**src/hdl/kwu_pkg.sv**
```systemverilog
`timescale 1ns / 1ps
// ============================================================================
// kwu_pkg
// Shared widths, reset values and types of the k-th word unranker.
// ============================================================================
package kwu_pkg;

    // Field widths of the request and of the cap register.
    localparam int CNT_W  = 6;
    localparam int RANK_W = 30;
    localparam int CAP_W  = 30;
    localparam int LEN_W  = CNT_W + 1;

    // Reset value of the saturation cap.
    localparam logic [CAP_W-1:0] CAP_RESET = 30'd1000000000;

    // Default longest word and default depth of the request queue.
    localparam int MAX_LEN_DEFAULT     = 64;
    localparam int QUEUE_DEPTH_DEFAULT = 2;

    // A classified request as it travels from the front end to the back end.
    typedef struct packed {
        logic [CNT_W-1:0]  count_a;
        logic [CNT_W-1:0]  count_z;
        logic [RANK_W-1:0] rank;
        logic              err;
    } kwu_req_t;

    // Back-end sequencer states.
    typedef enum logic [1:0] {
        BK_IDLE,
        BK_RUN,
        BK_ERR
    } kwu_back_state_t;

endpackage

```
**src/hdl/kwu_queue.sv**
```systemverilog
`timescale 1ns / 1ps
// ============================================================================
// kwu_queue
// Short request queue between the front end and the back end.
// ============================================================================
module kwu_queue #(
    parameter int DEPTH = kwu_pkg::QUEUE_DEPTH_DEFAULT
) (
    input  logic              aclk,
    input  logic              aresetn,
    input  logic              push_valid,
    output logic              push_ready,
    input  kwu_pkg::kwu_req_t push_req,
    output logic              pop_valid,
    input  logic              pop_ready,
    output kwu_pkg::kwu_req_t pop_req
);
    import kwu_pkg::*;

    localparam int PTR_W = (DEPTH > 1) ? $clog2(DEPTH) : 1;
    localparam int CNT_Q = $clog2(DEPTH + 1);
    localparam logic [PTR_W-1:0] LAST_PTR = PTR_W'(DEPTH - 1);

    kwu_req_t          entry_reg [DEPTH];
    logic [PTR_W-1:0]  wr_ptr_reg, wr_ptr_next;
    logic [PTR_W-1:0]  rd_ptr_reg, rd_ptr_next;
    logic [CNT_Q-1:0]  count_reg, count_next;
    logic              do_push;
    logic              do_pop;

    assign push_ready = (count_reg != CNT_Q'(DEPTH));
    assign pop_valid  = (count_reg != '0);
    assign pop_req    = entry_reg[rd_ptr_reg];
    assign do_push    = push_valid && push_ready;
    assign do_pop     = pop_valid && pop_ready;

    // Pointer and fill-count update.
    always_comb begin
        wr_ptr_next = wr_ptr_reg;
        rd_ptr_next = rd_ptr_reg;
        count_next  = count_reg;
        if (do_push) begin
            wr_ptr_next = (wr_ptr_reg == LAST_PTR) ? '0 : wr_ptr_reg + PTR_W'(1);
        end
        if (do_pop) begin
            rd_ptr_next = (rd_ptr_reg == LAST_PTR) ? '0 : rd_ptr_reg + PTR_W'(1);
        end
        if (do_push && !do_pop) begin
            count_next = count_reg + CNT_Q'(1);
        end else if (do_pop && !do_push) begin
            count_next = count_reg - CNT_Q'(1);
        end
    end

    always_ff @(posedge aclk) begin
        if (!aresetn) begin
            wr_ptr_reg <= '0;
            rd_ptr_reg <= '0;
            count_reg  <= '0;
        end else begin
            wr_ptr_reg <= wr_ptr_next;
            rd_ptr_reg <= rd_ptr_next;
            count_reg  <= count_next;
        end
    end

    always_ff @(posedge aclk) begin
        if (do_push) begin
            entry_reg[wr_ptr_reg] <= push_req;
        end
    end

endmodule

```
**config.mk**
```make
export PLATFORM = sky130hd
export DESIGN_NAME = kwu_queue
export DESIGN_NICKNAME = d
export VERILOG_FILES = /design/src/hdl/kwu_pkg.sv /design/src/hdl/kwu_queue.sv
export SDC_FILE = /design/constraint.sdc
export NUM_CORES = 1
export LEC_CHECK = 0
export BUFFER_PORTS_ARGS = -buffer_cell sky130_fd_sc_hd__buf_2
export CORE_MARGIN = 2
export CORE_UTILIZATION = 40
export DETAILED_ROUTE_END_ITERATION = 6
export GPL_ROUTABILITY_DRIVEN = 0
export PLACE_DENSITY = 0.72
export SYNTH_ARGS = -nofsm -noshare
export SYNTH_HDL_FRONTEND = slang
export SYNTH_SLANG_ARGS = --single-unit
```
**constraint.sdc**
```tcl
create_clock -name aclk -period 2.7 [get_ports aclk]
set_input_delay 0.135 -clock aclk [delete_from_list [all_inputs] [get_ports aclk]]
set_output_delay 0.135 -clock aclk [all_outputs]
set_load 0.02 [all_outputs]
```
# After elaboration in Yosys (flattened, before gate mapping)
# Memories as Yosys holds them, arrays and structs flattened. A register that Yosys moved wholly into a read port is not among the register bits.
# Index checks and enable logic that the tools add are counted.
# Widths: inputs -> output; s select.
[totals]
ramBits = 86
mem_count = 1
wordCells = 25
output_inout_bits = 45
inputBits = 47
ff_bits = 4
[op_classes]
n_reduce_logical = 8
muxes = 8
addsub = 4
n_eq_ne = 1
[mem_list]
columns = ["name", "words", "width", "read_ports", "rd_clocked_by_memory_dff", "write_ports", "line_no", "rtl"]
rows = [
  ["entry_reg", 2, 43, 1, 1, 1, "kwu_queue.sv:24", "kwu_req_t entry_reg [DEPTH];"],
]
[op_table]
columns = ["operator", "n"]
rows = [
  ["$mux 1", 6],
  ["$logic_and 1x1->1", 4],
  ["$mux 2", 2],
  ["$reduce_bool 2->1", 2],
  ["$add 1x1->1 const B", 2],
  ["$add 2x1->2 const B", 1],
  ["$logic_not 1->1", 2],
  ["$ne 2x2->1 const B", 1],
  ["$sub 2x1->2 const B", 1],
]

# Logic depth before layout (Yosys ltp)
# Gate-level depths: netlist of run 1.
[logic_depth]
word_depth = 6
mapped_depth = 6
mapped_depth_nobuf = 6

# Worst setup path after synthesis of run 1
# OpenSTA, ideal clock, no wires.
[synth_timing]
kind = "register to register"
from = "register count_reg[0]"
to = "memory entry_reg[1][0] (netlist name), enable pin"
t_required_ns = 2.295
stages_incl_launch_ff = 3
arrival_time_ns = 1.684
slack_ns = 0.611
setup_ns = 0.405
synth_period_minus_slack_ns = 2.089
path_buffers = 0
path_cell_list = "dfxtp_1 > nand2b_4 > and3_1"
[synth_via]
elab_chain_len = 4
[synth_lines]
columns = ["item", "line_no", "rtl"]
rows = [
  ["start: declaration", "kwu_queue.sv:27", "logic [CNT_Q-1:0] count_reg, count_next;"],
  ["start signal: assignment", "kwu_queue.sv:63", "count_reg <= count_next;"],
  ["$ne 2x2->1", "kwu_queue.sv:31", "assign push_ready = (count_reg != CNT_Q'(DEPTH));"],
  ["via push_ready", "kwu_queue.sv:12", "output logic push_ready,"],
  ["$logic_and 1x1->1", "kwu_queue.sv:34", "assign do_push = push_valid && push_ready;"],
  ["$mux 1", "kwu_queue.sv:68", "if (do_push) begin"],
  ["$mux 1 (not written as such)", "kwu_queue.sv:69", "entry_reg[wr_ptr_reg] <= push_req;"],
  ["end: declaration", "kwu_queue.sv:24", ""],
]
# The timed path passes the listed nets, and every way through them passes these cells.

==> results of run 1 <==
[power by group]
group	internal (µW)	total, µW	switching [µW]
clock	518	968	450
combinational	525	1150	624
sequential	1760	1860	93.6
[metrics by stage]
step	total power [µW]	instance area (µm²)	std cells	setup slack, ns	hold slack [ns]
final	3974	4604	411	0.7943	0.04773
after global routing	4166	4604	411	0.6876	0.06101
after CTS	4030	4604	411	0.7419	0.03420
after detailed placement	3008	3959	352	1.006	0.3263
after global placement	2991	3959	352	1.045	0.3247
after floorplan	2647	3344	158	0.6112	0.2339
[layout make-up]
type                    instances  area share, %
flip-flops and latches         91          58.29
repair buffers                137          20.54
multi-input cells              61          13.56
well taps                     105          2.853
clock buffers                   9          2.690
clock inverters                 7          1.984
inverters                       1        0.08152
[kinds of logic after synthesis]
family | synth area share (%)
flip-flops | 80.21
AND/OR/NAND/NOR | 1.946
XOR/XNOR | 0.7858
buffers and inverters | 1.160
adder cells (fa/ha/maj) | 0.3741
multiplexers | 14.48
AO/OA/AOI/OAI | 1.047
[layer usage]
layer | wire length, µm | global-route usage, % | vias to the layer above
met3 | 329 | 3.953 | 14
met1 | 2410 | 15.41 | 886
li1 | - | - | 904
met4 | 121 | 7.143 | 0
met2 | 2915 | 21.89 | 64
met5 | 0 | 0 | -
[what timing repair did]
action                                 4_1_cts  5_1_grt
buffers inserted                             0        0
hold buffers                                43        0
endpoints found under the hold margin       86        0
[Yosys cell counts]
cell                       number  area share, %
sky130_fd_sc_hd__and3_1         1           0.19
sky130_fd_sc_hd__or3_1          1           0.19
sky130_fd_sc_hd__nand2b_4       1           0.41
sky130_fd_sc_hd__a21boi_1       1           0.22
sky130_fd_sc_hd__buf_2          1           0.15
sky130_fd_sc_hd__o21ai_0        1           0.15
sky130_fd_sc_hd__dfxtp_1        5            3.0
sky130_fd_sc_hd__ha_1           1           0.37
sky130_fd_sc_hd__mux2_2        43             14
sky130_fd_sc_hd__buf_4          4           0.90
sky130_fd_sc_hd__and2_1         4           0.75
sky130_fd_sc_hd__nand3b_1       1           0.22
sky130_fd_sc_hd__inv_1          1           0.11
sky130_fd_sc_hd__a21boi_0       1           0.22
sky130_fd_sc_hd__xnor2_1        2           0.52
sky130_fd_sc_hd__xor2_1         1           0.26
sky130_fd_sc_hd__or2_2          1           0.19
sky130_fd_sc_hd__a21bo_2        1           0.30
sky130_fd_sc_hd__edfxtp_1      86             77
sky130_fd_sc_hd__o21ai_1        1           0.15
[final timing paths]
| path | end | slack (ns) | depth (start not counted) |
|---|---|---|---|
| setup / recovery | pop_req[27] | 0.79 | 3 |
| hold / removal | count_reg[0] | 0.05 | 2 |
| setup reg to reg | entry_reg[0][15] | 1.01 | 4 |
| hold reg to reg | count_reg[1] | 0.56 | 2 |
[worst max-delay path, cell delays in order (launching register included)]
cell	delay [ns]
sky130_fd_sc_hd__dfxtp_2	0.65
sky130_fd_sc_hd__buf_12	0.25
sky130_fd_sc_hd__mux2_2	0.36
sky130_fd_sc_hd__buf_2	0.16
==> reports/results.tsv, run 1 <==
metric	value	unit
area.growth.synth_to_final	37.67	%
final_layout_size_suffix_gt1_share	51.31	%
postRouteWirelength	5776	µm
critical_path.endpoint_type	output pin	
clock-root-buffer	sky130_fd_sc_hd__clkbuf_8	
synthDistinctLibCells	20	
ioPinCount	92	
maximum_number_of_pins_on_one_net_before_global_route_repair	26	
post-route-util	56.32	%
power.leakage	0.001727	µW
h-tree-depth	3	
number_of_buffers_created_by_cts	9	
antenna_cells_inserted	0	
placementRows	33	
ys_seq_area_share	80.21	%
hold_path_origin	aresetn	
timing_max_transition_violations_final	0	
grt_overflow	0	
drt_pass1_iterations	4	
largest_register_ffs	86	
grt_pass1_wl	8756	µm
mostFrequentLayoutCells	91 x sky130_fd_sc_hd__buf_2, 86 x sky130_fd_sc_hd__edfxtp_1, 43 x sky130_fd_sc_hd__mux2_2, 43 x sky130_fd_sc_hd__dlygate4sd3_1, 9 x sky130_fd_sc_hd__clkbuf_8	
fillerInstances	675	
die_h	95.44	µm
min_period	1.906	ns
timing.critical_path.required	2.57	ns
die_width	95.44	µm
multi_input_area	624.3	µm²
worst-slew-pin-transition	0.5006	ns
min_period_over_period	70.58	%
initial_core_util	40.91	%
detailed_place_hpwl	3621	µm
timing.max_slew.rel_slack	66.58	%
floorplan.die_area	9109	µm²
clock.fmax	524.7	MHz
clock_latency	0.35	ns
ir_drop	461.0	µV
postSynthRegisterBits	91	
hold_wc_path_type	in2reg	
clockBufferDepth	2	
fin_tns_setup	0	ns
setup_violations	0	
final_common_cell	sky130_fd_sc_hd__buf_2	
worst-setup-path-type	reg2out	
coreArea	8175	µm²
antenna_found_initial	0	
detail_route.iter0.violations	78	
power_density_over_cell_area	863.0	nW/µm²
first_global_vias	1877	
rsz0062_at_grt	no	
yosysWarnings	0	
fin_worst_skew	0.01165	ns
outcome	complete, no violations	
worstSetupStartpointType	flip-flop	
clkSlewWorstSetupHoldPaths	0.08	ns
cts.repair.resized	0	
timing.max_cap.violations	0	
tritoncts	yes	
postSynthCellCount	158	
critical_path.max_fanout	25	
critPathArrivalTime	1.77	ns
clock_sink_count	91	
postSynthAreaPerCell	21.17	µm²
drcViolationCount	0	
syn_area	3344	µm²
layout.nets	349	
critical_path.reg2reg.startpoint	count_reg[0]	
ff_latch_area	2684	µm²
syn-num-nets	206	
ant_nets	0	
timing_hold_violations_final	0	
drt-wirelength-per-cell	14.05	µm
vias	1868	
via_per_inst	4.545	
buffer_ports.inserted	91	
grt_total_usage	13.20	%
No activity file was read; power rests on OpenSTA's default activity.
==> inputs of run 2 (changes only) <==
PLACE_DENSITY = 0.74   (was 0.72)
clock period = 1.55 ns   (was 2.7 ns; I/O delays follow)
==> run 2 against run 1 <==
Combinational power is 95% higher. Clock power is 42% higher. Power is 71% higher. Via count is 2.4% higher.
==> reports/results.tsv, run 2 (same netlist as run 1, synthesis figures left out) <==
metric	value	unit	change
floorplan.die_area	9109	µm²	unchanged
worst-slew-pin-transition	0.3226	ns	-0.1780 ns
drt_pass1_iterations	4		unchanged
grt_overflow	0		unchanged
final_layout_size_suffix_gt1_share	53.99	%	+2.7 points
first_global_vias	1993		+6.2%
critPathArrivalTime	1.43	ns	-0.34 ns
clock.fmax	665.0	MHz	
holdPathEnd	wr_ptr_reg		
clock_latency	0.34	ns	about the same
largest_register_ffs	86		unchanged
coreArea	8175	µm²	unchanged
clkSlewWorstSetupHoldPaths	0.08	ns	about the same
detailed_place_hpwl	3736	µm	+3.2%
power_density_over_cell_area	1456	nW/µm²	+69%
maximum_number_of_pins_on_one_net_before_global_route_repair	33		+27%
buffer_ports.inserted	91		unchanged
hold_path_depth	3		+1
min_period	1.504	ns	
min_period_over_period	97.01	%	
worst-setup-path-type	reg2out		
timing.max_cap.violations	0		unchanged
place_inst	356		+1.1%
timing_max_transition_violations_final	0		unchanged
placementRows	33		unchanged
grt_total_usage	13.53	%	+0.33 points
r2r_setup_slack	0.06	ns	-0.95 ns
timing.max_slew.rel_slack	78.35	%	+12 points
clockBufferDepth	2		unchanged
mostFrequentLayoutCells	91 x sky130_fd_sc_hd__buf_2, 86 x sky130_fd_sc_hd__edfxtp_1, 44 x sky130_fd_sc_hd__dlygate4sd3_1, 43 x sky130_fd_sc_hd__mux2_2, 9 x sky130_fd_sc_hd__clkbuf_8		
drt-wirelength-per-cell	14.65	µm	+4.2%
critical_path.endpoint_type	output pin		
drcViolationCount	0		unchanged
via_per_inst	4.574		+0.64%
antenna_found_initial	0		unchanged
ir_drop	837.3	µV	+82%
hold_wc_path_type	in2reg		
fillerInstances	654		-3.1%
setup_violations	0		unchanged
worstRegToRegCells	6		+2
stdcell_area	4666	µm²	+1.3%
die_h	95.44	µm	unchanged
initial_core_util	40.91	%	unchanged
vias	1912		+2.4%
critical_path.reg2reg.startpoint	count_reg[0]		
placedInstanceArea	4006	µm²	+1.2%
clock_sink_count	91		unchanged
ant_nets	0		unchanged
antenna_cells_inserted	0		unchanged
h-tree-depth	3		unchanged
grt_pass1_wl	9045	µm	+3.3%
number_of_buffers_created_by_cts	9		unchanged
layout.cells.non_filler	418		+1.7%
area.growth.synth_to_final	39.51	%	
hold_path_origin	push_valid		
outcome	complete, no violations		
fin_worst_skew	0.006667	ns	-0.004986 ns
critical_path.max_fanout	25		unchanged
tritoncts	yes		
die_width	95.44	µm	unchanged
layout.nets	356		+2.0%
detail_route.iter0.violations	69		-12%
ioPinCount	92		unchanged
final_common_cell	sky130_fd_sc_hd__buf_2		
clock-root-buffer	sky130_fd_sc_hd__clkbuf_8		
timing.critical_path.required	1.47	ns	-1.10 ns
power.leakage	0.001751	µW	+1.4%
postRouteWirelength	6122	µm	+6.0%
worstSetupStartpointType	flip-flop		
rr_endpoint	count_reg[1]		
timing_hold_violations_final	0		unchanged
==> run 2: cell count changes in the layout (fill, tap and decap cells not counted), sizes merged <==
cell,previous run,this run
bufinv,2,0
dlygate4sd3,43,44
clkinv,2,5
inv,2,1
buf,94,100
==> run 2: stage by stage <==
stage	TNS (ns)	power [µW]	hold slack, ns	worst slack, ns	util [%]
final	0	6794	0.09730	0.04632	57.07
after floorplan	-5.948	4615	0.1764	-0.1139	-
after global placement	0	5265	0.2658	0.08320	49.01
after CTS	0	6802	0.06956	0.01349	56.55
after global routing	-0.01009	7151	0.09962	-0.005903	57.07
after detailed placement	0	5321	0.2691	0.01814	49.01
==> run 2: worst max path at each step <==
stage	endpoint	slack [ns]	cells after the start
floorplan	entry_reg[0][0]	-0.11	3
global placement	count_reg[1]	0.08	6
detailed placement	count_reg[1]	0.02	6
CTS	pop_req[16]	0.01	3
global route	count_reg[1]	-0.006	6
finish	pop_req[16]	0.05	3
==> run 2: per-layer routing <==
layer,part of all wire [%],up-vias,track usage [%]
li1,-,915,-
met1,39,942,14.96
met2,56,53,25.00
met3,4.8,2,3.162
met4,0.13,0,5.357
met5,0,-,0
==> run 2: cell type report <==
| class | count | area (µm²) | share of cell area [%] |
|---|---|---|---|
| Sequential cell | 91 | 2691 | 57.68 |
| Inverter | 1 | 7.507 | 0.1609 |
| Timing Repair Buffer | 144 | 1021 | 21.88 |
| Multi-Input combinational cell | 61 | 646.9 | 13.86 |
| Tap cell | 105 | 131.4 | 2.816 |
| Clock inverter | 7 | 43.79 | 0.9386 |
| Clock buffer | 9 | 123.9 | 2.655 |
==> run 2: power breakdown <==
part | switching (µW) | internal [µW]
registers | 104 | 3080
logic | 1210 | 1030
clock network | 795 | 577
total | 2100 | 4690
==> run 2: repair_timing <==
action | 4_1_cts | 5_1_grt
setup endpoints to repair | 19 | 23
hold buffers | 44 | 0
gates cloned | 0 | 0
endpoints found under the hold margin | 89 | 0
pin swaps | 0 | 2
buffers inserted | 0 | 2
gates resized for setup | 3 | 6
==> run 2: worst max-delay path: stages (launching register included) <==
cell	delay [ns]
sky130_fd_sc_hd__dfxtp_4	0.37
sky130_fd_sc_hd__buf_12	0.18
sky130_fd_sc_hd__mux2_2	0.36
sky130_fd_sc_hd__buf_2	0.16
