**src/hdl/kwu_pkg.sv**
```systemverilog
`timescale 1ns / 1ps
// ============================================================================
// kwu_pkg
// Shared widths, reset values and types of the k-th word unranker.
// ============================================================================
package kwu_pkg;

    // Field widths of the request and of the cap register.
    localparam int CNT_W  = 6;
    localparam int RANK_W = 30;
    localparam int CAP_W  = 30;
    localparam int LEN_W  = CNT_W + 1;

    // Reset value of the saturation cap.
    localparam logic [CAP_W-1:0] CAP_RESET = 30'd1000000000;

    // Default longest word and default depth of the request queue.
    localparam int MAX_LEN_DEFAULT     = 64;
    localparam int QUEUE_DEPTH_DEFAULT = 2;

    // A classified request as it travels from the front end to the back end.
    typedef struct packed {
        logic [CNT_W-1:0]  count_a;
        logic [CNT_W-1:0]  count_z;
        logic [RANK_W-1:0] rank;
        logic              err;
    } kwu_req_t;

    // Back-end sequencer states.
    typedef enum logic [1:0] {
        BK_IDLE,
        BK_RUN,
        BK_ERR
    } kwu_back_state_t;

endpackage

```
**src/hdl/kwu_back.sv**
```systemverilog
`timescale 1ns / 1ps
// ============================================================================
// kwu_back
// Walks one request symbol by symbol, steering the rank with table counts,
// and drives the result register.
// ============================================================================
module kwu_back #(
    parameter int MAX_LEN = kwu_pkg::MAX_LEN_DEFAULT,
    localparam int COL_W  = $clog2(MAX_LEN + 1),
    localparam int DEPTH  = (MAX_LEN + 1) * (MAX_LEN + 1),
    localparam int ADDR_W = $clog2(DEPTH)
) (
    input  logic                         aclk,
    input  logic                         aresetn,
    input  logic                         pop_valid,
    output logic                         pop_ready,
    input  kwu_pkg::kwu_req_t            pop_req,
    output logic                         ram_rd_en,
    output logic [ADDR_W-1:0]            ram_rd_addr,
    input  logic [2*kwu_pkg::CAP_W-1:0]  ram_rd_data,
    output logic                         m_valid,
    input  logic                         m_ready,
    output logic                         m_symbol,
    output logic                         m_status,
    output logic                         m_last
);
    import kwu_pkg::*;

    kwu_back_state_t   state_reg, state_next;
    logic [COL_W-1:0]  rem_reg, rem_next;
    logic [CNT_W-1:0]  b_reg, b_next;
    logic [CNT_W-1:0]  a_left_reg, a_left_next;
    logic [RANK_W-1:0] k_reg, k_next;
    logic              zlast_reg, zlast_next;

    logic              m_valid_reg, m_valid_next;
    logic              m_symbol_reg, m_symbol_next;
    logic              m_status_reg, m_status_next;
    logic              m_last_reg, m_last_next;

    logic              out_free;
    logic [LEN_W-1:0]  pop_len;
    logic [CAP_W-1:0]  c;
    logic              sym;

    assign out_free = !m_valid_reg || m_ready;
    assign m_valid  = m_valid_reg;
    assign m_symbol = m_symbol_reg;
    assign m_status = m_status_reg;
    assign m_last   = m_last_reg;

    // Next state.
    always_comb begin
        state_next = state_reg;
        case (state_reg)
            BK_IDLE: begin
                if (pop_valid) begin
                    state_next = pop_req.err ? BK_ERR : BK_RUN;
                end
            end
            BK_RUN: begin
                if (out_free && (rem_reg == '0)) begin
                    state_next = BK_IDLE;
                end
            end
            BK_ERR: begin
                if (out_free) begin
                    state_next = BK_IDLE;
                end
            end
            default: begin
                state_next = BK_IDLE;
            end
        endcase
    end

    // Symbol decision: after a 'z' the upper count of the pair, T[n][k-1], applies.
    always_comb begin
        c = zlast_reg ? ram_rd_data[2*CAP_W-1:CAP_W] : ram_rd_data[CAP_W-1:0];
        if (rem_reg == '0) begin
            sym = (a_left_reg == '0);
        end else if (b_reg == '0) begin
            sym = 1'b0;
        end else begin
            sym = (k_reg > c);
        end
    end

    // Outputs and datapath.
    always_comb begin
        pop_ready     = 1'b0;
        ram_rd_en     = 1'b0;
        ram_rd_addr   = '0;
        pop_len       = {1'b0, pop_req.count_a} + {1'b0, pop_req.count_z};
        rem_next      = rem_reg;
        b_next        = b_reg;
        a_left_next   = a_left_reg;
        k_next        = k_reg;
        zlast_next    = zlast_reg;
        m_valid_next  = m_valid_reg && !m_ready;
        m_symbol_next = m_symbol_reg;
        m_status_next = m_status_reg;
        m_last_next   = m_last_reg;
        case (state_reg)
            BK_IDLE: begin
                pop_ready = 1'b1;
                if (pop_valid) begin
                    // Load the walk and fetch the counts of the first row.
                    rem_next    = COL_W'(pop_len - LEN_W'(1));
                    b_next      = pop_req.count_z;
                    a_left_next = pop_req.count_a;
                    k_next      = pop_req.rank;
                    zlast_next  = 1'b0;
                    ram_rd_en   = 1'b1;
                    if (!pop_req.err) begin
                        ram_rd_addr = ADDR_W'((int'(pop_len) - 1) * (MAX_LEN + 1) +
                                              int'(pop_req.count_z));
                    end
                end
            end
            BK_RUN: begin
                if (out_free) begin
                    m_valid_next  = 1'b1;
                    m_symbol_next = sym;
                    m_status_next = 1'b0;
                    m_last_next   = (rem_reg == '0);
                    // Prefetch both candidate counts of the next row.
                    if (rem_reg != '0) begin
                        ram_rd_en   = 1'b1;
                        ram_rd_addr = ADDR_W'((int'(rem_reg) - 1) * (MAX_LEN + 1) +
                                              int'(b_reg));
                    end
                    rem_next   = rem_reg - COL_W'(1);
                    zlast_next = sym;
                    if (sym) begin
                        if (b_reg != '0) begin
                            b_next = b_reg - CNT_W'(1);
                        end
                        if ((rem_reg != '0) && (b_reg != '0)) begin
                            k_next = k_reg - c;
                        end
                    end else if (a_left_reg != '0) begin
                        a_left_next = a_left_reg - CNT_W'(1);
                    end
                end
            end
            BK_ERR: begin
                if (out_free) begin
                    m_valid_next  = 1'b1;
                    m_symbol_next = 1'b0;
                    m_status_next = 1'b1;
                    m_last_next   = 1'b1;
                end
            end
            default: begin
                pop_ready = 1'b0;
            end
        endcase
    end

    always_ff @(posedge aclk) begin
        if (!aresetn) begin
            state_reg   <= BK_IDLE;
            m_valid_reg <= 1'b0;
        end else begin
            state_reg   <= state_next;
            m_valid_reg <= m_valid_next;
        end
    end

    always_ff @(posedge aclk) begin
        rem_reg      <= rem_next;
        b_reg        <= b_next;
        a_left_reg   <= a_left_next;
        k_reg        <= k_next;
        zlast_reg    <= zlast_next;
        m_symbol_reg <= m_symbol_next;
        m_status_reg <= m_status_next;
        m_last_reg   <= m_last_next;
    end

endmodule

```
**config.mk**
```make
export PLATFORM = sky130hd
export DESIGN_NAME = kwu_back
export DESIGN_NICKNAME = d
export VERILOG_FILES = /design/src/hdl/kwu_pkg.sv /design/src/hdl/kwu_back.sv
export SDC_FILE = /design/constraint.sdc
export NUM_CORES = 1
export LEC_CHECK = 0
export ABC_CLOCK_PERIOD_IN_PS = 9300
export BUFFER_PORTS_ARGS = -buffer_cell sky130_fd_sc_hd__buf_4
export CAP_MARGIN = 15
export CELL_PAD_IN_SITES_DETAIL_PLACEMENT = 1
export CELL_PAD_IN_SITES_GLOBAL_PLACEMENT = 1
export CORE_ASPECT_RATIO = 0.75
export CORE_MARGIN = 3
export CORE_UTILIZATION = 48
export CTS_BUF_LIST = sky130_fd_sc_hd__clkbuf_8
export CTS_CLUSTER_SIZE = 24
export DETAILED_ROUTE_END_ITERATION = 8
export PLACE_DENSITY = 0.94
export REMOVE_ABC_BUFFERS = 1
export SYNTH_ARGS = -nofsm -noshare
export SYNTH_HDL_FRONTEND = slang
export SYNTH_SLANG_ARGS = --single-unit
```
**constraint.sdc**
```tcl
create_clock -name aclk -period 9.3 [get_ports aclk]
set_clock_uncertainty 0.05 [all_clocks]
set_input_delay 0 -clock aclk [delete_from_list [all_inputs] [get_ports aclk]]
set_output_delay 0 -clock aclk [all_outputs]
set_load 0.02 [all_outputs]
```
# After elaboration in Yosys (flattened, before gate mapping)
# Cells that the tools add are included.
[classes]
addsub = 10
n_mul = 2
div = 0
order_cmp = 1
eq_ne = 11
n_shift = 0
muxes = 47
bitwise_logic = 0
n_reduce_logical = 22
[ops]
columns = ["cell", "n"]
rows = [
  ["$mux W30", 5],
  ["$pmux W30 S2", 1],
  ["$mux W13", 4],
  ["$mux W6", 8],
  ["$gt A30 B30 Y1", 1],
  ["$sub A30 B30 Y30", 1],
  ["$add A13 B7 Y13", 2],
  ["$mul A8 B8 Y13 const B", 2],
  ["$pmux W13 S2", 1],
  ["$pmux W6 S2", 2],
  ["$ne A2 B2 Y1 const B", 9],
  ["$sub A7 B1 Y8 const B", 2],
  ["$reduce_and A5 Y1", 3],
  ["$mux W7", 2],
  ["$pmux W7 S2", 1],
  ["$sub A7 B1 Y7 const B", 2],
  ["$mux W1", 13],
  ["$logic_not A6 Y1", 2],
  ["$reduce_bool A6 Y1", 2],
  ["$sub A6 B1 Y6 const B", 2],
  ["$pmux W1 S2", 5],
  ["$reduce_and A3 Y1", 3],
  ["$mux W2", 4],
  ["$add A6 B6 Y7", 1],
  ["11 further kinds", 15],
]
[word_totals]
reg_bits = 56
latch_bits = 0
mem_bits_rw = 0
romBits = 0
input_bits = 107
memories = 0

# Depth between registers and ports, before layout
[depth]
ltp_word = 7
ltp_mapped = 21
depth_no_buf = 21

# Least setup slack after synthesis
# Ideal clock, no wire load.
[synth_timing]
kind = "register to register"
from = "reg zlast_reg"
to = "reg k_reg[0], enable pin"
setup_ns = 0.417
arrival_ns = 4.287
t_required_ns = 8.833
path_slack_ns = 4.546
path_stages_with_launch = 14
period_less_slack_ns = 4.754
path_cell_list = "edfxtp_1 clkbuf_1 clkbuf_1 mux2_2 ha_1 fa_1 nor2b_1 o31a_1 o211ai_1 a311oi_1 o211a_1 a211oi_2 and2_1 nor2_1"
[synth_between]
elab_chain_cells = 6
[synth_rtl]
columns = ["item", "line", "source"]
rows = [
  ["start: declaration", "kwu_back.sv:34", "logic zlast_reg, zlast_next;"],
  ["start signal: assignment", "kwu_back.sv:176", "zlast_reg <= zlast_next;"],
  ["$mux W30", "kwu_back.sv:79", "c = zlast_reg ? ram_rd_data[2*CAP_W-1:CAP_W] : ram_rd_data[CAP_W-1:0];"],
  ["$gt A30 B30 Y1", "kwu_back.sv:85", "sym = (k_reg > c);"],
  ["$mux W1", "kwu_back.sv:82", "end else if (b_reg == '0) begin"],
  ["$mux W1", "kwu_back.sv:80", "if (rem_reg == '0) begin"],
  ["$ne A2 B2 Y1 (no source line)", "n/a", ""],
  ["$reduce_and A5 Y1 (no source line)", "n/a", ""],
  ["end signal: assignment", "kwu_back.sv:175", "k_reg <= k_next;"],
  ["end: declaration", "kwu_back.sv:33", "logic [RANK_W-1:0] k_reg, k_next;"],
]
# Every way passes these cells.
# A chain may end at the register's enable or synchronous reset.

# Worst setup path after layout
[layout_timing]
from = "in pop_req[31] (netlist bit)"
to = "out ram_rd_addr[12]"
[layout_between]
elab_chain_cells = 7
[layout_rtl]
columns = ["item", "line", "source"]
rows = [
  ["start: declaration", "kwu_back.sv:17", "input kwu_pkg::kwu_req_t pop_req,"],
  ["$add A6 B6 Y7", "kwu_back.sv:94", "pop_len = {1'b0, pop_req.count_a} + {1'b0, pop_req.count_z};"],
  ["$sub A7 B1 Y8", "kwu_back.sv:116", "ram_rd_addr = ADDR_W'((int'(pop_len) - 1) * (MAX_LEN + 1) +"],
  ["$mul A8 B8 Y13", "kwu_back.sv:116", ""],
  ["$add A13 B7 Y13 (*)", "kwu_back.sv:116", ""],
  ["$mux W13 (*)", "kwu_back.sv:115", "if (!pop_req.err) begin"],
  ["$mux W13 (*)", "kwu_back.sv:107", "if (pop_valid) begin"],
  ["$pmux W13 S2 (*)", "kwu_back.sv:104", "case (state_reg)"],
  ["end: declaration", "kwu_back.sv:19", "output logic [ADDR_W-1:0] ram_rd_addr,"],
]
# Mark *: on every way between the ends. The rest lies on a longest branch, timed or not.

==> results.toml <==
[yosys]
ys_types = 66
postSynth.asyncResetShare = 0
synth-seq-area-share = 0.2454
synth-seq-cells = 56
synthFlopType = "edfxtp_1"
ys_warn_count = 0
syn-cell-area_um2 = 6729
syn_avg_cell_area_um2 = 9.320
synth_edf_count = 53
syn_inst = 722

[cells_and_area]
drive_gt1_frac = 0.2005
most-common-layout-cells = "buf_4 (129), ha_1 (117), nor2_1 (58), edfxtp_1 (53), nand2_1 (49)"
n_antenna_cell = 0
final_util = 0.6269
final_nets = 1113
largest_reg_flops = 30
fin_cells = 1054
area_growth_pct = 24.21
layout_commonest_cell = "buf_4"

[clock_tree]
clkLatencyLatePin_ps = 350
cts_resized = 0
cts-root-buf = "clkbuf_8"
cts_max_path_buffers = 2
cts_tree = "done"
htree_levels = 2
cts.sinks = 56
cts_buffers = 5
clk_pin_slew_ps = 110

[place]
dpl.hpwl_um = 17670
placedCellCount = 1007
place_congestion = 0.9271
port-buffer-count = 125

[min_path]
worstHoldPathType = "in2reg"
whs_path_depth = 3
min-delay-start = "pop_req[32]"
min_to = "b_reg[1]"

[worst_setup_path]
cp-end-kind = "primary output"
critPathBufInv = 4
cp.depth = 22
crit_required_ps = 9250
critPathKind = "in2out"
path_common_cell = "ha_1"
worstPathCellList = "dlygate4sd3_1 -> buf_4 -> ha_1 -> inv_1 -> fa_1 -> xor2_1 -> nand3_1 -> or3_2 -> xnor2_1 -> ha_1 -> ha_1 -> ha_1 -> fa_1 -> ha_1 -> nand2_1 -> o21ai_1 -> o41ai_1 -> o21ai_0 -> nand2_1 -> a21oi_1 -> or3b_1 -> buf_4"
reg2reg_from = "zlast_reg"
reg2reg_slack_ps = 4870
arrival_ps = 5980
rr_worst_depth = 13
timing.rr.end = "k_reg[3]"
critPathTopFamily = "adder cells"
max_stage_delay_ps = 540
crit_slowest_cell = "dlygate4sd3_1"
cp_max_fo = 4
worstSetupStartpointType = "input port"

[global_route]
antenna_found_initial = 0
grt_pass1_vias = 7016
grt_max_degree = 63
track_usage = 0.3086
grt_overflow_total = 0
grt_pass1_wl_um = 37670

[flow_run]
maxCapViolCount = 0

[routing]
ant_nets = 0
via_count = 6558
drt_first_pass_iters = 5
wl_per_cell_um = 22.98
wl_um = 24220
drc = 0
vias_per_cell = 6.222
drt-initial-drc-count = 519

[power_and_ir_drop]
p_sw_mw = 0.9261
switching_share = 0.4877
clkPwrFrac = 0.094
p_leak_nw = 3.902
peakVddDrop_v = 0.0001030
p_int_mw = 0.9727
p_per_area_nw_per_um2 = 227.2
combPwrFrac = 0.691
p_seq_frac = 0.216

[sta]
period_needed_ps = 6030
hold_ws_ps = 16.24
fmax_mhz = 165.8
final_hold_viol_count = 0
slew-limit-headroom = 0.4374
tightest_slew_ps = 843.9
fin_setup_tns_ps = 0
finalCritPeriodShare = 0.6484
setup_viol_count_final = 0
rsz0062_at_grt = "false"
drv_slew = 0

[floorplan]
fp.dieW_um = 142.7
ios = 126
die_h_um = 108.5
core_region_area_um2 = 13330
start_util = 0.5047
die-area_um2 = 15490
num_rows = 36

[status]
outcome = "finished, final reports clean"
[power by group through the flow]
| stage | clock (mW) | sequential (mW) | combinational [mW] |
|---|---|---|---|
| after floorplan | 0 | 0.409 | 0.849 |
| after global placement | 0 | 0.405 | 1.14 |
| after detailed placement | 0 | 0.412 | 1.23 |
| after CTS | 0.174 | 0.408 | 1.27 |
| after global routing | 0.183 | 0.414 | 1.43 |
| final | 0.178 | 0.409 | 1.31 |
[metrics by stage]
stage / setup slack [ps] / instance area, um2 / total power [mW]
final: 3270 / 8358 / 1.899
after global routing: 3062 / 8358 / 2.023
after CTS: 3419 / 8358 / 1.852
after detailed placement: 4009 / 7860 / 1.646
after global placement: 4431 / 7860 / 1.548
after floorplan: 4193 / 6673 / 1.257
[Yosys cell counts, types with 3 or more instances]
cell type	instances	area share
a21boi_0	3	0.0033
a22o_1	3	0.0039
xor2_1	31	0.040
a211oi_1	3	0.0033
nand2_1	49	0.027
fa_1	6	0.018
a31oi_1	9	0.0084
and2_1	4	0.0037
edfxtp_1	53	0.24
buf_1	3	0.0017
nand3_1	16	0.012
and3_1	8	0.0074
nand4_1	8	0.0074
o21ai_1	7	0.0052
a21oi_1	43	0.032
nand3b_1	4	0.0045
ha_1	118	0.22
o21ai_0	27	0.020
mux2i_1	34	0.051
inv_1	43	0.024
nor2_1	59	0.033
a21o_1	20	0.022
o22ai_1	8	0.0074
xnor2_1	32	0.042
clkbuf_1	12	0.0067
nor3b_1	4	0.0045
nand2b_1	9	0.0084
o21a_1	6	0.0067
o31ai_1	6	0.0067
or2_2	3	0.0028
mux2_2	19	0.032
or3_1	3	0.0028
o211ai_1	6	0.0067
o21bai_1	5	0.0056
nor2b_1	6	0.0056
dfxtp_1	3	0.0089
nor3_1	9	0.0067
or3b_1	3	0.0039
a211oi_2	3	0.0056
[routing by layer]
metal | vias up | share of wire | routed length, um | track usage
li1 | 2985 | - | - | -
met1 | 3172 | 0.41 | 9936 | 0.4028
met2 | 330 | 0.49 | 11780 | 0.5322
met3 | 71 | 0.068 | 1655 | 0.03581
met4 | 0 | 0.035 | 842 | 0.1045
met5 | - | 0 | 0 | 0
[logic make-up (layout without fill, tap and decap cells)]
| family | Yosys count | count (layout) | synth area share |
|---|---|---|---|
| buffers and inverters | 58 | 219 | 0.03235 |
| muxes | 54 | 54 | 0.08405 |
| DFF | 56 | 56 | 0.2454 |
| and+or+nand+nor | 200 | 200 | 0.1519 |
| AOI/OAI and AO/OA | 167 | 167 | 0.1670 |
| adders and majority gates | 124 | 124 | 0.2373 |
| xor gates and xnor gates | 63 | 63 | 0.08200 |
[how the worst max path moves through the flow]
stage	from	end	slack, ps
floorplan	zlast_reg	k_reg[0]	4190
global placement	pop_req[31]	ram_rd_addr[12]	4430
detailed placement	pop_req[31]	ram_rd_addr[12]	4010
CTS	pop_req[31]	ram_rd_addr[12]	3420
global route	pop_req[31]	ram_rd_addr[12]	3060
finish	pop_req[31]	ram_rd_addr[12]	3270
[cell type report]
class,count,area (um2)
Fill cell,1552,4975
Multi-Input combinational cell,608,4865
Sequential cell,56,1652
Timing Repair Buffer,168,1359
Tap cell,171,214.0
Inverter,43,161.4
Clock buffer,5,68.82
Clock inverter,3,38.79
[timing repair]
action                    4_1_cts  5_1_grt
hold buffers                   39        0
buffers inserted                0        0
hold endpoints to repair       40        0
[tightest hold or removal path, delay by kind of cell]
family | cells | cell delay [ps]
buf+inv | 1 | 120
compound gates | 1 | 100
simple gates | 1 | 60
(Power assumes the default switching activity.)
