[src/hdl/kwu_pkg.sv]
`timescale 1ns / 1ps
// ============================================================================
// kwu_pkg
// Shared widths, reset values and types of the k-th word unranker.
// ============================================================================
package kwu_pkg;

    // Field widths of the request and of the cap register.
    localparam int CNT_W  = 6;
    localparam int RANK_W = 30;
    localparam int CAP_W  = 30;
    localparam int LEN_W  = CNT_W + 1;

    // Reset value of the saturation cap.
    localparam logic [CAP_W-1:0] CAP_RESET = 30'd1000000000;

    // Default longest word and default depth of the request queue.
    localparam int MAX_LEN_DEFAULT     = 64;
    localparam int QUEUE_DEPTH_DEFAULT = 2;

    // A classified request as it travels from the front end to the back end.
    typedef struct packed {
        logic [CNT_W-1:0]  count_a;
        logic [CNT_W-1:0]  count_z;
        logic [RANK_W-1:0] rank;
        logic              err;
    } kwu_req_t;

    // Back-end sequencer states.
    typedef enum logic [1:0] {
        BK_IDLE,
        BK_RUN,
        BK_ERR
    } kwu_back_state_t;

endpackage

[src/hdl/kwu_table_build.sv]
`timescale 1ns / 1ps
// ============================================================================
// kwu_table_build
// Holds the saturation cap and fills the Pascal table one entry per cycle.
// Each word stores the pair {T[n][k-1], T[n][k]} so that the back end gets
// both candidate counts of its next step from one read.
// ============================================================================
module kwu_table_build #(
    parameter int MAX_LEN = kwu_pkg::MAX_LEN_DEFAULT,
    localparam int COL_W  = $clog2(MAX_LEN + 1),
    localparam int DEPTH  = (MAX_LEN + 1) * (MAX_LEN + 1),
    localparam int ADDR_W = $clog2(DEPTH)
) (
    input  logic                         aclk,
    input  logic                         aresetn,
    input  logic                         cfg_wr_en,
    input  logic [kwu_pkg::CAP_W-1:0]    cfg_wr_data,
    output logic                         build_done,
    output logic                         ram_wr_en,
    output logic [ADDR_W-1:0]            ram_wr_addr,
    output logic [2*kwu_pkg::CAP_W-1:0]  ram_wr_data
);
    import kwu_pkg::*;

    localparam logic [COL_W-1:0] LAST_COL = COL_W'(MAX_LEN);

    logic [CAP_W-1:0]  cap_reg, cap_next;
    logic              active_reg, active_next;
    logic [COL_W-1:0]  n_reg, n_next;
    logic [COL_W-1:0]  k_reg, k_next;
    logic [ADDR_W-1:0] addr_reg, addr_next;

    // Previous row as a shift line: entry 0 is T[n-1][k] at step k.
    logic [CAP_W-1:0]  row_reg [0:MAX_LEN];
    logic [CAP_W-1:0]  head_prev_reg;
    logic [CAP_W-1:0]  last_v_reg;

    logic [CAP_W:0]    sum;
    logic [CAP_W-1:0]  v;
    logic [CAP_W-1:0]  lo;

    // Entry value: ones on the edges, zeros beyond the diagonal, else a
    // saturated sum of the two entries above.
    always_comb begin
        sum = {1'b0, row_reg[0]} + {1'b0, head_prev_reg};
        if ((k_reg == '0) || (k_reg == n_reg)) begin
            v = CAP_W'(1);
        end else if (k_reg > n_reg) begin
            v = '0;
        end else if (sum > {1'b0, cap_reg}) begin
            v = cap_reg;
        end else begin
            v = sum[CAP_W-1:0];
        end
        lo = (k_reg == '0) ? '0 : last_v_reg;
    end

    assign ram_wr_en   = active_reg;
    assign ram_wr_addr = addr_reg;
    assign ram_wr_data = {lo, v};
    assign build_done  = !active_reg;

    // Sweep counters; a cap write restarts the sweep.
    always_comb begin
        cap_next    = cap_reg;
        active_next = active_reg;
        n_next      = n_reg;
        k_next      = k_reg;
        addr_next   = addr_reg;
        if (cfg_wr_en) begin
            cap_next    = cfg_wr_data;
            active_next = 1'b1;
            n_next      = '0;
            k_next      = '0;
            addr_next   = '0;
        end else if (active_reg) begin
            addr_next = addr_reg + ADDR_W'(1);
            if (k_reg == LAST_COL) begin
                k_next = '0;
                if (n_reg == LAST_COL) begin
                    active_next = 1'b0;
                    n_next      = '0;
                    addr_next   = '0;
                end else begin
                    n_next = n_reg + COL_W'(1);
                end
            end else begin
                k_next = k_reg + COL_W'(1);
            end
        end
    end

    always_ff @(posedge aclk) begin
        if (!aresetn) begin
            cap_reg    <= CAP_RESET;
            active_reg <= 1'b1;
            n_reg      <= '0;
            k_reg      <= '0;
            addr_reg   <= '0;
        end else begin
            cap_reg    <= cap_next;
            active_reg <= active_next;
            n_reg      <= n_next;
            k_reg      <= k_next;
            addr_reg   <= addr_next;
        end
    end

    // Row shift line; after a full row it holds the row just written.
    always_ff @(posedge aclk) begin
        if (active_reg) begin
            for (int i = 0; i < MAX_LEN; i++) begin
                row_reg[i] <= row_reg[i+1];
            end
            row_reg[MAX_LEN] <= v;
            head_prev_reg    <= row_reg[0];
            last_v_reg       <= v;
        end
    end

endmodule

[config.mk]
export PLATFORM = sky130hd
export DESIGN_NAME = kwu_table_build
export DESIGN_NICKNAME = d
export VERILOG_FILES = /design/src/hdl/kwu_pkg.sv /design/src/hdl/kwu_table_build.sv
export SDC_FILE = /design/constraint.sdc
export NUM_CORES = 1
export LEC_CHECK = 0
export CAP_MARGIN = 20
export CORE_MARGIN = 1.5
export CORE_UTILIZATION = 55
export CTS_BUF_LIST = sky130_fd_sc_hd__clkbuf_4 sky130_fd_sc_hd__clkbuf_8
export CTS_CLUSTER_SIZE = 12
export DETAILED_ROUTE_END_ITERATION = 16
export DONT_BUFFER_PORTS = 1
export GPL_ROUTABILITY_DRIVEN = 0
export PLACE_DENSITY = 0.72
export RECOVER_POWER = 50
export SYNTH_ARGS = -nofsm -noshare
export SYNTH_HDL_FRONTEND = slang
export SYNTH_SLANG_ARGS = --single-unit
[constraint.sdc]
create_clock -name aclk -period 57.4 [get_ports aclk]
set_input_delay 5.74 -clock aclk [delete_from_list [all_inputs] [get_ports aclk]]
set_output_delay 5.74 -clock aclk [all_outputs]
set_load 0.005 [all_outputs]
* Word-level counts from Yosys, hierarchy flattened
Memory sizes are Yosys's and may differ from the RTL's. Index checks and enable logic that the tools add are counted.
Word-level totals: memories 1, memory bits (writable) 1950, word-level logic and storage cells 36, bits of input ports 33, bits in registers 118
Memories:
- row_reg | depth 65, width 30, read ports 65, clocked after memory_dff 0, wr ports 65, RTL line kwu_table_build.sv:34 | logic [CAP_W-1:0] row_reg [0:MAX_LEN];
Operators by class: order comparisons 2, add/subtract/negate cells 4, multiplexer cells 13, equality and inequality tests 3, reductions and logical operators 5, bitwise operators 1
Operators with widths (number):
- $mux 30 | 4
- $add 30x30->31 | 1
- $gt 31x30->1 | 1
- $mux 13 | 2
- $add 7x1->7 const B | 2
- $eq 7x7->1 const B | 2
- $mux 7 | 2
- $add 13x1->13 const B | 1
- $eq 7x7->1 | 1
- $gt 7x7->1 | 1
- $logic_not 7->1 | 1
- $mux 1 | 5
- $reduce_and 2->1 | 1
- $reduce_or 2->1 | 1
- $logic_not 1->1 | 1
- $logic_or 1x1->1 | 1
- $not 1->1 | 1

* Longest topological paths before layout
Gate-level depths: netlist of run 1.
depth after elaboration 5, depth in mapped cells 21, depth with buffers taken out 20

* Worst setup path before layout of run 1
OpenSTA, ideal clock, no wires.
path type reg2out, start point register active_reg (netlist: ram_wr_en), end point output build_done, arrival 48.559 ns, path buffers 0, path slack 3.101 ns, data required time 51.660 ns, stages on the path, launching flop included 2, path through dfxtp_1 -> inv_1
On the way: word-level cells in the longest chain between the ends 1
Ends and longest elaborated chain:
- start, declared | RTL line kwu_table_build.sv:28 | logic active_reg, active_next;
- start signal, assigned | RTL line kwu_table_build.sv:102 | active_reg <= active_next;
- $logic_not 1->1 | RTL line kwu_table_build.sv:61 | assign build_done = !active_reg;
- end, declared | RTL line kwu_table_build.sv:18 | output logic build_done,
No other way between the ends.

==> results of run 1 <==
-- stage by stage --
stage / hold slack [ps] / utilization
floorplan: 400.3 / -
global placement: 401.2 / 0.5736
detailed placement: 404.5 / 0.5736
CTS: 386.4 / 0.6236
global route: 394.6 / 0.6245
finish: 383.7 / 0.6245
-- worst max-delay path, cell delays in order, from the launching register on --
cell and delay, ps:
edfxtp_1 400, ha_1 380, a21oi_1 230, o21ai_1 140, or4_4 500, o21ai_0 240, o21ai_0 160, a41oi_1 290
xnor2_1 180, ha_1 210, a21o_1 170, a21o_1 180, a221o_1 370, a211oi_2 200, o221a_1 190, nor2_1 70
a2111oi_4 240, buf_4 440, mux2i_1 160, nor2_1 420
-- path summary, 6_finish.rpt --
check / start / to / slack [ps]
worst min register to register: row_reg[0][532] / row_reg[0][502] / 380
worst min-delay path: row_reg[0][532] / row_reg[0][502] / 380
worst max register to register: ram_wr_en / row_reg[0][1017] / 49240
worst max-delay path: row_reg[0][6] / ram_wr_data[15] / 45560
-- kinds of logic after synthesis --
logic type                 count (synthesis)  share of synthesized area
xor gates and xnor gates                  49                   0.006622
DFF                                     2038                     0.9354
and+or+nand+nor                          250                    0.01931
adders and majority gates                 73                    0.01421
buffers and inverters                     68                   0.004286
muxes                                     46                   0.007105
AOI/OAI and AO/OA                        125                    0.01311
-- report_power, final --
| group | switching [mW] | internal [mW] | total (mW) |
|---|---|---|---|
| Clock | 0.510 | 0.605 | 1.12 |
| Sequential | 0.00209 | 1.61 | 1.61 |
| Combinational | 0.00490 | 0.00282 | 0.00773 |
-- cell usage in the layout (no fill, tap or decap), types with 24 or more instances in the layout --
cell / count
a21oi_1: 35
and2_1: 32
buf_4: 24
clkbuf_4: 96
clkbuf_8: 330
clkinv_1: 73
clkinv_2: 30
dfxtp_1: 58
edfxtp_1: 1980
ha_1: 72
inv_1: 49
mux2i_1: 46
nand2_1: 43
nor2_1: 80
nor2b_1: 24
xnor2_1: 32
-- synthesized netlist by cell type, drive strengths merged (2+ instances only) --
cell     count  area share
o21a         5     0.00058
clkbuf      16     0.00093
o31ai        3     0.00035
nor3b        2     0.00031
a2111oi      3     0.00070
nand3       12     0.00093
inv         49      0.0028
or2          6     0.00058
nand4       17      0.0016
nand2b      10     0.00097
nor2        81      0.0047
a21oi       35      0.0027
xor2        17      0.0023
nand4b       2     0.00027
nor2b       24      0.0023
nor3        10     0.00077
and2        32      0.0031
a211oi       3     0.00050
a41oi        2     0.00027
xnor2       32      0.0043
o21ai       24      0.0019
mux2i       46      0.0071
o31a         2     0.00027
and3         5     0.00048
nand2       43      0.0025
a31oi        4     0.00039
nor4         3     0.00029
ha          72       0.014
dfxtp       58       0.018
a21o        16      0.0019
o211ai      17      0.0020
edfxtp    1980        0.92
buf          3     0.00052
-- layout make-up --
cell class | count | area [µm²] | share of cell area
clock inverters | 112 | 560.5 | 0.007704
clock buffers | 426 | 5263 | 0.07232
repair buffers | 31 | 310.3 | 0.004264
well taps | 1524 | 1907 | 0.02621
multi-input cells | 543 | 3916 | 0.05382
flip-flops and latches | 2038 | 60620 | 0.8331
inverters | 49 | 183.9 | 0.002528
diodes | 2 | 5.005 | 0.00006878
-- per-layer routing --
metal / global-route usage / up-vias
met2: 0.1972 / 993
met1: 0.2598 / 12675
met3: 0.04265 / 273
met5: 0 / -
met4: 0.06986 / 4
li1: - / 11181
==> run summary, run 1 <==
wire length of the first global-routing pass = 145200 µm
headroom to the max-slew limit = -0.8457
Top-Level Pins = 108
number of standard-cell rows in the floorplan = 125
first drt pass iteration count = 6
Req. time, crit path = 51660 ps
static leakage = 30.13 nW
via count = 25126
pin count of the biggest net entering global routing = 222
final setup margin = 45560 ps
number of setup violations in the final report = 0
number of max-slew violations in the final report = 149
kind of start point of the critical path = register
x dimension of the die = 346.3 µm
result of the run = finished with violations
area of the die = 0.1199 mm²
post_cts resized = 0
final total power = 2.735 mW
Sum Neg Setup Slack = 0 ps
Skew-Pair Late Insertion Delay = 930 ps
clock transition time at the flip-flop clock pins of the worst setup and hold paths = 60 ps
Final Net Count = 3086
effective utilization at floorplan = 0.5562
wl on met1 = 44210 µm
max capacitance violation total = 3
number of nets in the synthesized netlist = 2755
routed wire length per instance = 19.68 µm
final number of hold-violating endpoints = 0
critical path data arrival time = 6100 ps
Layout area overhead = 12.28%
level count of the clock H-tree = 5
Max Fanout on Critical Path = 13
hold path cells = 0
root cell of the clock tree = clkbuf_8
Placed Instances = 4180
layout cell share with drive strength beyond 1 = 0.1591
async set or reset register ratio after synthesis = 0
via count of the first global-routing pass = 24689
topmost layer with routed signal wires = met5
transition time of the tightest slew-check pin = 2765 ps
area of the mapped netlist = 0.06481 mm²
number of design rule violations left after detail routing = 0
number of clock buffers inserted by TritonCTS = 317
maximum ir drop on the vdd rail = 25.11 µV
worst setup skew after layout = 56.07 ps
final HPWL from detailed placement = 47440 µm
maximum frequency from static timing analysis = 0.08444 GHz
class of the most critical setup path = register to primary output
main flop type after synthesis = edfxtp_1
pwr dens = 37.59 mW/mm²
shortest clock period the worst path allows after layout = 11840 ps
Max clock buf depth = 4
violated checks = capacitance limit, slew limit
max FFs per register = 1920
CP endpoint kind = primary output
total length of routed met2 wires = 37770 µm
proportion of synthesized chip area in sequential cells = 0.9354
Filler Cell Count = 7305
core region area = 0.1165 mm²
unrepaired setup endpoints after global routing = false
count of hold-fix buffers inserted at cts = 0
final global-route overflow total = 0
finished layout cell area = 0.07276 mm²
worst slack after detailed placement = 46480 ps
initial antenna violation count = 9
total number of yosys warnings = 0
Clock Sinks = 2038
Post-Route WL = 92970 µm
worst-case reg-to-reg path depth = 6
number of routed nets with antenna violations = 0
die boundary height = 346.3 µm
overall routing resource usage = 0.1583
buffer count from post-CTS setup fixing = 0
vias per inst = 5.318
placed cell areas = 0.06684 mm²
Tcrit/Tclk final = 0.2063
clock tree from TritonCTS = yes
1st-iter DRT viols = 2937
Min-Delay Path Class = register to register
final non-filler cell total = 4725
synthesized flop and latch total = 2038
number of distinct library cells after synthesis = 54
IO buf count = 0
mean cell area of the mapped netlist = 24.46 µm²
number of enable flip-flop cells after synthesis = 1980
number of instances in the synthesized netlist = 2649
sum of met3 wire segment lengths after detailed routing = 7819 µm
(Power assumes the default switching activity.)
==> run 2, diff against run 1 <==
- ABC_AREA: unset -> 1
- PLACE_DENSITY: 0.72 -> 0.75
- clock period: 57.4 -> 10.2 ns (I/O delays scaled with it)
==> run summary, run 2 <==
Layout area overhead = 12.29% (was 12.28%)
layout cell share with drive strength beyond 1 = 0.1573 (was 0.1591)
total number of yosys warnings = 0 (unchanged)
1st-iter DRT viols = 2367 (was 2937)
via count of the first global-routing pass = 25528 (was 24689)
cell family with most CP delay = buffers and inverters (was compound AO/OA/AOI/OAI gates)
worst setup skew after layout = 51.60 ps (was 56.07 ps)
largest family of logic cells by synthesized area = simple AND/OR/NAND/NOR gates (unchanged)
transition time of the tightest slew-check pin = 3763 ps (was 2765 ps)
x dimension of the die = 347.5 µm (was 346.3 µm)
Tcrit/Tclk final = 0.7579
number of setup violations in the final report = 0 (unchanged)
overall routing resource usage = 0.1553 (was 0.1583)
number of standard-cell rows in the floorplan = 126 (was 125)
final global-route overflow total = 0 (unchanged)
die boundary height = 347.5 µm (was 346.3 µm)
register-to-register setup slack = 2800 ps (was 49240 ps)
slowest stage cell, crit path = clkbuf_2 (was or4_4)
XOR/XNOR Fraction of Synth Area = 0.004295 (was 0.006622)
clock transition time at the flip-flop clock pins of the worst setup and hold paths = 60 ps (about the same)
final standard cell utilization of the core = 0.6214 (was 0.6245)
Sum Neg Setup Slack = 0 ps (unchanged)
commonest non-fill, non-tap cell in the layout = edfxtp_1 (unchanged)
class of the most critical setup path = register to primary output (unchanged)
final number of hold-violating endpoints = 0 (unchanged)
adder-cell area share of the yosys netlist = 0.01411 (was 0.01421)
Final Net Count = 3329 (was 3086)
headroom to the max-slew limit = -1.509 (was -0.8457)
finished layout cell area = 0.07328 mm² (was 0.07276 mm²)
IO buf count = 0 (unchanged)
level count of the clock H-tree = 5 (unchanged)
Post-Synth Simple-Gate Area = 0.02748 (was 0.01931)
worst slack after detailed placement = 4568 ps (was 46480 ps)
via count = 25870 (was 25126)
pwr dens = 210.8 mW/mm² (was 37.59 mW/mm²)
maximum frequency from static timing analysis = 0.1294 GHz
Min-Delay Path Class = input port to register (was register to register)
sequence of cells on the critical path = clkbuf_2 > buf_12 (was ha_1 > a21oi_1 > o21ai_1 > or4_4 > o21ai_0 > o21ai_0 > a41oi_1 > xnor2_1 > ha_1 > a21o_1 > a21o_1 > a221o_1 > a211oi_2 > o221a_1 > nor2_1 > a2111oi_4 > buf_4 > mux2i_1 > nor2_1)
pin count of the biggest net entering global routing = 181 (was 222)
kind of start point of the critical path = register (unchanged)
max FFs per register = 1920 (unchanged)
effective utilization at floorplan = 0.5534 (was 0.5562)
routed wire length per instance = 18.57 µm (was 19.68 µm)
mean cell area of the mapped netlist = 22.46 µm² (was 24.46 µm²)
number of enable flip-flop cells after synthesis = 1980 (unchanged)
number of clock buffers inserted by TritonCTS = 314 (was 317)
Max clock buf depth = 4 (unchanged)
synthesized flop and latch total = 2038 (unchanged)
root cell of the clock tree = clkbuf_8 (unchanged)
CP endpoint kind = primary output (unchanged)
number of design rule violations left after detail routing = 0 (unchanged)
Post-Route WL = 92480 µm (was 92970 µm)
number of nets in the synthesized netlist = 3011 (was 2755)
Commonest cells post-synth = edfxtp_1 (1980), nand2_1 (157), inv_1 (142) (was edfxtp_1 (1980), nor2_1 (80), ha_1 (72))
maximum ir drop on the vdd rail = 155.7 µV (was 25.11 µV)
number of routed nets with antenna violations = 0 (unchanged)
vias per inst = 5.194 (was 5.318)
final total power = 15.45 mW (was 2.735 mW)
final HPWL from detailed placement = 49650 µm (was 47440 µm)
Placed Instances = 4440 (was 4180)
proportion of synthesized chip area in sequential cells = 0.9289 (was 0.9354)
buffer count from post-CTS setup fixing = 0 (unchanged)
async set or reset register ratio after synthesis = 0 (unchanged)
main area contributors after synthesis = edfxtp_1 (91%), dfxtp_1 (1.8%), ha_1 (1.4%), nand2_1 (0.90%), inv_1 (0.82%) (was edfxtp_1 (92%), dfxtp_1 (1.8%), ha_1 (1.4%), mux2i_1 (0.71%), nor2_1 (0.46%))
area of the die = 0.1207 mm² (was 0.1199 mm²)
core region area = 0.1179 mm² (was 0.1165 mm²)
number of instances in the synthesized netlist = 2905 (was 2649)
fraction of synthesized cell area taken by the top area cell type = 0.9111 (was 0.9174)
placed cell areas = 0.06732 mm² (was 0.06684 mm²)
clock tree from TritonCTS = yes (unchanged)
area of the mapped netlist = 0.06526 mm² (was 0.06481 mm²)
initial antenna violation count = 14 (was 9)
number of max-slew violations in the final report = 245 (was 149)
Max Fanout on Critical Path = 152 (was 13)
Crit path largest cell delay = 2880 ps (was 500 ps)
launching point of the worst reg2reg path = ram_wr_en (unchanged)
Synth Area in Compound Gates = 0.01503 (was 0.01311)
commonest cells after routing, fill and taps aside = edfxtp_1 (1980), clkbuf_8 (325), nand2_1 (157) (was edfxtp_1 (1980), clkbuf_8 (330), clkbuf_4 (96))
Top-Level Pins = 108 (unchanged)
Buffers & Inverters on Critical Path = 2 (was 1)
count of hold-fix buffers inserted at cts = 0 (unchanged)
area leader, netlist = edfxtp_1 (unchanged)
Req. time, crit path = 9180 ps (was 51660 ps)
post_cts resized = 0 (unchanged)
Crit. Startpoint = ram_wr_en (was row_reg[0][6])
worst-case hold slack = 167.9 ps (was 383.7 ps)
main flop type after synthesis = edfxtp_1 (unchanged)
launch instance of the worst min-delay path = cfg_wr_en (was row_reg[0][532])
unrepaired setup endpoints after global routing = false (unchanged)
final setup margin = 2470 ps (was 45560 ps)
Filler Cell Count = 7479 (was 7305)
number of distinct library cells after synthesis = 38 (was 54)
count leader, synth = edfxtp_1 (unchanged)
final non-filler cell total = 4981 (was 4725)
Clock Sinks = 2038 (unchanged)
static leakage = 30.17 nW (was 30.13 nW)
result of the run = finished with violations (unchanged)
wire length of the first global-routing pass = 143400 µm (was 145200 µm)
violated checks = capacitance limit, slew limit (unchanged)
post-synthesis mux area share = 0 (was 0.007105)
shortest clock period the worst path allows after layout = 7730 ps
first drt pass iteration count = 8 (was 6)
critical path data arrival time = 6710 ps (was 6100 ps)
max capacitance violation total = 3 (unchanged)
Skew-Pair Late Insertion Delay = 960 ps (was 930 ps)
==> run 2: cell count changes after synthesis, sizes merged, moves of 20 or more <==
cell	delta
o21ai	+35
nand3	+40
mux2i	-46
xnor2	-20
nor2b	-24
inv	+95
nand2	+120
and2	-30
a21oi	+57
nor2	+70
==> run 2: kinds of logic after synthesis <==
logic type                 count (synthesis)
adders and majority gates                 73
DFF                                     2038
and+or+nand+nor                          413
xor gates and xnor gates                  32
AOI/OAI and AO/OA                        179
buffers and inverters                    170
==> run 2: final timing paths <==
kind,end,cells past startpoint
worst max-delay path,ram_wr_en,2
worst min register to register,row_reg[0][1298],0
worst max register to register,row_reg[0][1520],3
worst min-delay path,cap_reg[23],1
==> run 2: layout make-up <==
cell class | instances | area, µm² | share of cell area
clock buffer | 427 | 5239 | 0.07149
tap | 1536 | 1922 | 0.02623
clock inverter | 105 | 661.9 | 0.009033
sequential | 2038 | 60620 | 0.8273
timing repair buffer | 28 | 294.0 | 0.004013
multi-input combinational | 697 | 3985 | 0.05438
antenna | 6 | 15.01 | 0.0002049
inverter | 144 | 540.5 | 0.007377
==> run 2: report_power, final <==
| group | switching, mW | total (mW) | internal, mW |
|---|---|---|---|
| Sequential | 0.00632 | 9.07 | 9.06 |
| Clock | 2.83 | 6.33 | 3.49 |
| Combinational | 0.0388 | 0.0528 | 0.0140 |
==> run 2: metal layers <==
layer  wire [µm]  GRT usage
met1       44790     0.2465
met2       37590     0.1940
met3        7386    0.05124
met4        2664    0.07040
met5          50          0
==> run 2: worst reg2reg max path: stages, from the launching register on <==
cell      delay [ps]
dfxtp_1         2140
clkbuf_2        2920
buf_4           1270
buf_4            700
